`src/rtl/core/rbf_ram.sv`:
```
// ----------------------------------------------------------------------------
// rbf_ram
// Generic single-write, single-read RAM with registered read data.
// ----------------------------------------------------------------------------
module rbf_ram #(
    parameter int WIDTH = 16,
    parameter int DEPTH = 16
) (
    input  logic                     clk,
    input  logic                     we,
    input  logic [$clog2(DEPTH)-1:0] waddr,
    input  logic [WIDTH-1:0]         wdata,
    input  logic [$clog2(DEPTH)-1:0] raddr,
    output logic [WIDTH-1:0]         rdata
);

    logic [WIDTH-1:0] mem [DEPTH];

    // Write port and registered read port
    always_ff @(posedge clk)
    begin
        if (we)
        begin
            mem[waddr] <= wdata;
        end
        rdata <= mem[raddr];
    end

endmodule

```
`config.mk`:
```
export PLATFORM = sky130hd
export DESIGN_NAME = rbf_ram
export DESIGN_NICKNAME = d
export VERILOG_FILES = /design/src/rtl/core/rbf_ram.sv
export SDC_FILE = /design/constraint.sdc
export NUM_CORES = 1
export LEC_CHECK = 0
export BUFFER_PORTS_ARGS = -buffer_cell sky130_fd_sc_hd__buf_2
export CAP_MARGIN = 20
export CORE_ASPECT_RATIO = 1.5
export CORE_UTILIZATION = 55
export CTS_CLUSTER_DIAMETER = 60
export CTS_CLUSTER_SIZE = 10
export DETAILED_ROUTE_END_ITERATION = 8
export PLACE_DENSITY = 0.72
export SLEW_MARGIN = 20
export SYNTH_ARGS = -nofsm -noshare
export SYNTH_HDL_FRONTEND = slang
export SYNTH_SLANG_ARGS = --single-unit
```
`constraint.sdc`:
```
create_clock -name clk -period 2.5 [get_ports clk]
set_input_delay 0.25 -clock clk [delete_from_list [all_inputs] [get_ports clk]]
set_output_delay 0.25 -clock clk [all_outputs]
set_load 0.005 [all_outputs]
```
# Word level (Yosys, flattened, before mapping)
# Memory sizes are Yosys's and may differ from the RTL's. A register that Yosys moved wholly into a read port is not among the register bits.
# Cells that the tools add are included.
# op_classes
n_addsub,0
n_mul,0
div,0
n_lt_le_gt_ge,0
eq_ne,0
shifts,0
muxes,2
n_bitwise,0
reduce_logical,0
# op_table
operator,n
1-bit 2-to-1 mux,2
# word_totals
reg_bits,0
latchBits,0
ram_bits,256
rom_bits,0
in_bits,26
out_inout_bits,16
wordCells,3
n_memories,1
# memory_table
memory,words,width,read_ports,rd_clocked_by_memory_dff,wr,line,rtl
mem,16,16,1,1,1,17,logic [WIDTH-1:0] mem [DEPTH];

# Depth between registers and ports, before layout
# depth
word_depth,2
depth_mapped,5
depth_no_buf,3

# Worst setup path before layout
# Ideal clock, no wire load.
# synth_path
path_type,in2reg
start,in waddr[2]
end,"mem mem[0][0], enable pin"
setup_time_ps,409
arrival_ps,1896
required_time_ps,2091
path_slack_ps,195
stages,2
path_buffers,0
path_cell_list,or3b_2 -> nor3_1
# synth_lines
element,line,rtl
"start, declared",11,"input logic [$clog2(DEPTH)-1:0] waddr,"
"end, declared",17,
# No word-level cell before the write port.

==> impl_results.md <==
* Status: finished, violations left
* Failing checks: design-rule violations
* FF-to-FF Start: mem[11][8]
* Ranking of synthesized cells by area: edfxtp_1, mux4_2, dfxtp_1, mux4_1, a22oi_1
* Post-synth EDFFs at 256
* First-pass GRT wire length at 30300 microns
* Initial antenna violation count at 0
* Slew Limit Fails at 0
* Hold/Removal Path Class: primary input to flop
* Max clock buf depth at 3
* Avg Inst Size Synth at 23.2 sq um
* Vias in the first global route at 5054
* Xor and xnor area share after synthesis at 0%
* Initial DRC Count at 439
* FP Rows at 60
* Peak supply drop at 689 uV
* Synth Instances at 432
* Post-synthesis mux area share at 14.7%
* Largest family of logic cells by synthesized area: multiplexers
* Prevailing post-synth register cell: edfxtp_1
* Drt wl/cell at 26.8 microns
* Register area at 8010 sq um
* Max Fclk at 699 MHz
* H-tree depth at 1
* Gr usage total at 22.7%
* CTS tree: done
* Drt first pass iters at 7
* Antenna-violating nets left at 0
* Post-synthesis sequential area ratio at 79.7%
* Worst-Margin Slew at 0.812 ns
* Layout cell share with drive strength beyond 1 at 32.5%
* Area Growth Syn to Fin at 15.5%
* Placement-stage cell area at 10700 sq um
* Core area at 17900 sq um
* CTS root buffer: clkbuf_16
* DPL Wire Length at 10900 microns
* Port bufs at 41
* P_leak at 3.83 nW
* Post-CTS sizing at 0
* Worst path max stage delay at 0.50 ns
* Clk_lat worst skew at 0.54 ns
* Top Ports at 42
* Area of the multi-input gates at 1960 sq um
* Slew margin rel. at 45.9%
* Hold buffers post-CTS at 0
* Fin Setup TNS at 0 ns
* Cell taking the most area after synthesis: edfxtp_1
* Share of the synthesized area in the top cell type at 76.5%
* Final worst-path cycle share at 57.3%
* Max-Cap Viols at 0
* Final Hold Fails at 0
* Cell Area, Synth at 10000 sq um
* Clock slew at reported path FFs at 0.05 ns
* Critical Path End Type: flop
* Worst path cell trace: mux4_2 -> a22oi_1 -> nand2_1
* Initial core utilization at 56.0%
* Worst Setup SP: mem[11][8]
* Min Tclk post-route at 1.43 ns
* Global route total overflow at 0
* Critical hold path startpoint: wdata[11]
* Post-synthesis simple-gate area fraction at 1.92%
* TritonCTS buffer count at 31
* Hold_ws at 0.0774 ns
* Synth unique cells at 19
* Inst Count DP at 699
* CP Data Required Time at 2.90 ns
* Cell area power density at 820 nW/um^2
* Fraction of registers with async set/reset at 0%
* RSZ-0062 raised after global routing: false
* Synth Warn # at 0
* Via density at 6.29
* Largest net degree at the start of global routing at 65
* Final net count at 541
* Most common cell in the netlist: edfxtp_1
* Via count at 4750
* Remaining DRCs at 2
* Die area at 18800 sq um
* Final-report setup violation count at 0
* Final worst clock skew at 0.0107 ns
* Setup bufs post-CTS at 0
* Fillcell total at 1133
* Synth Area in Adders at 0%
* Seq cells post-synth at 272
* CP max FO at 1
* # diodes at 0
* DIE HEIGHT at 168 microns
* Startpoint Class: flop
* Clock sink count at 272
* Crit path DAT at 1.83 ns
* Routed WL at 20200 microns
* Layout Cells excl Fill at 755
* Chip Width at 112 microns
* Syn nets at 458
* Slowest stage cell, crit path: mux4_2
* Final Cell Area at 11600 sq um
* Compound-Gate Fraction of Synth Area at 2.39%
* Top cells by instance count after synthesis: edfxtp_1, mux4_2, a22oi_1
* CP Class: flop to flop
* Routability cong. at 0.683
## worst paths after layout
| check | end | slack (ns) | cells after the start |
|---|---|---|---|
| worst max-delay path | rdata[8] | 1.07 | 3 |
| worst min-delay path | mem[5][11] | 0.08 | 1 |
| worst max register to register | rdata[8] | 1.07 | 3 |
| worst min register to register | rdata[3] | 0.67 | 3 |
## critical path: cells and delay by family (launching register included)
family | cells | cell delay [ns]
AO/OA/AOI/OAI | 1 | 0.23
flip-flops | 1 | 0.40
multiplexers | 1 | 0.50
AND/OR/NAND/NOR | 1 | 0.16
## cell type report
cell class / instances / area share, %
clock buffer: 54 / 7.43
clock inverter: 2 / 0.151
tap: 217 / 2.34
timing repair buffer: 71 / 4.16
sequential: 272 / 69.0
multi-input combinational: 139 / 16.9
## routing by layer
metal / global-route usage, % / up-vias / part of all wire (%)
li1: - / 2004 / -
met5: 0 / - / 0
met4: 8.35 / 0 / 3.0
met1: 29.4 / 2511 / 37
met2: 39.4 / 190 / 53
met3: 3.11 / 45 / 7.3
## power by group
group | internal (mW) | switching [mW] | total, mW
sequential | 5.10 | 0.0300 | 5.13
clock | 2.31 | 1.63 | 3.94
combinational | 0.199 | 0.253 | 0.452
## kinds of logic after synthesis
kind of cell / after synthesis
AO/OA/AOI/OAI: 32
buffers and inverters: 21
flip-flops: 272
multiplexers: 64
AND/OR/NAND/NOR: 43
## state kept, by name, summed over array words and instances (netlist names)
register	flops
mem	256
rdata	16
## placed cells by master, fill, tap and decap left out, types with 4 or more instances in the layout
cell,count
a22oi_1,32
buf_12,4
buf_2,40
buf_4,27
clkbuf_1,23
clkbuf_16,31
dfxtp_1,16
edfxtp_1,256
mux4_1,10
mux4_2,54
nand2_1,17
nor2_2,12
nor3_2,4
## per-stage QoR
| step | power (mW) | util [%] | setup WS [ns] |
|---|---|---|---|
| after floorplan | 5.47 | - | 0.195 |
| after CTS | 9.59 | 64.7 | 1.06 |
| after global routing | 9.79 | 64.7 | 0.981 |
| final | 9.52 | 64.7 | 1.07 |
| after global placement | 5.66 | 59.8 | 0.578 |
| after detailed placement | 5.68 | 59.8 | 0.540 |
Note: power is estimated with default switching activity, not from simulation.
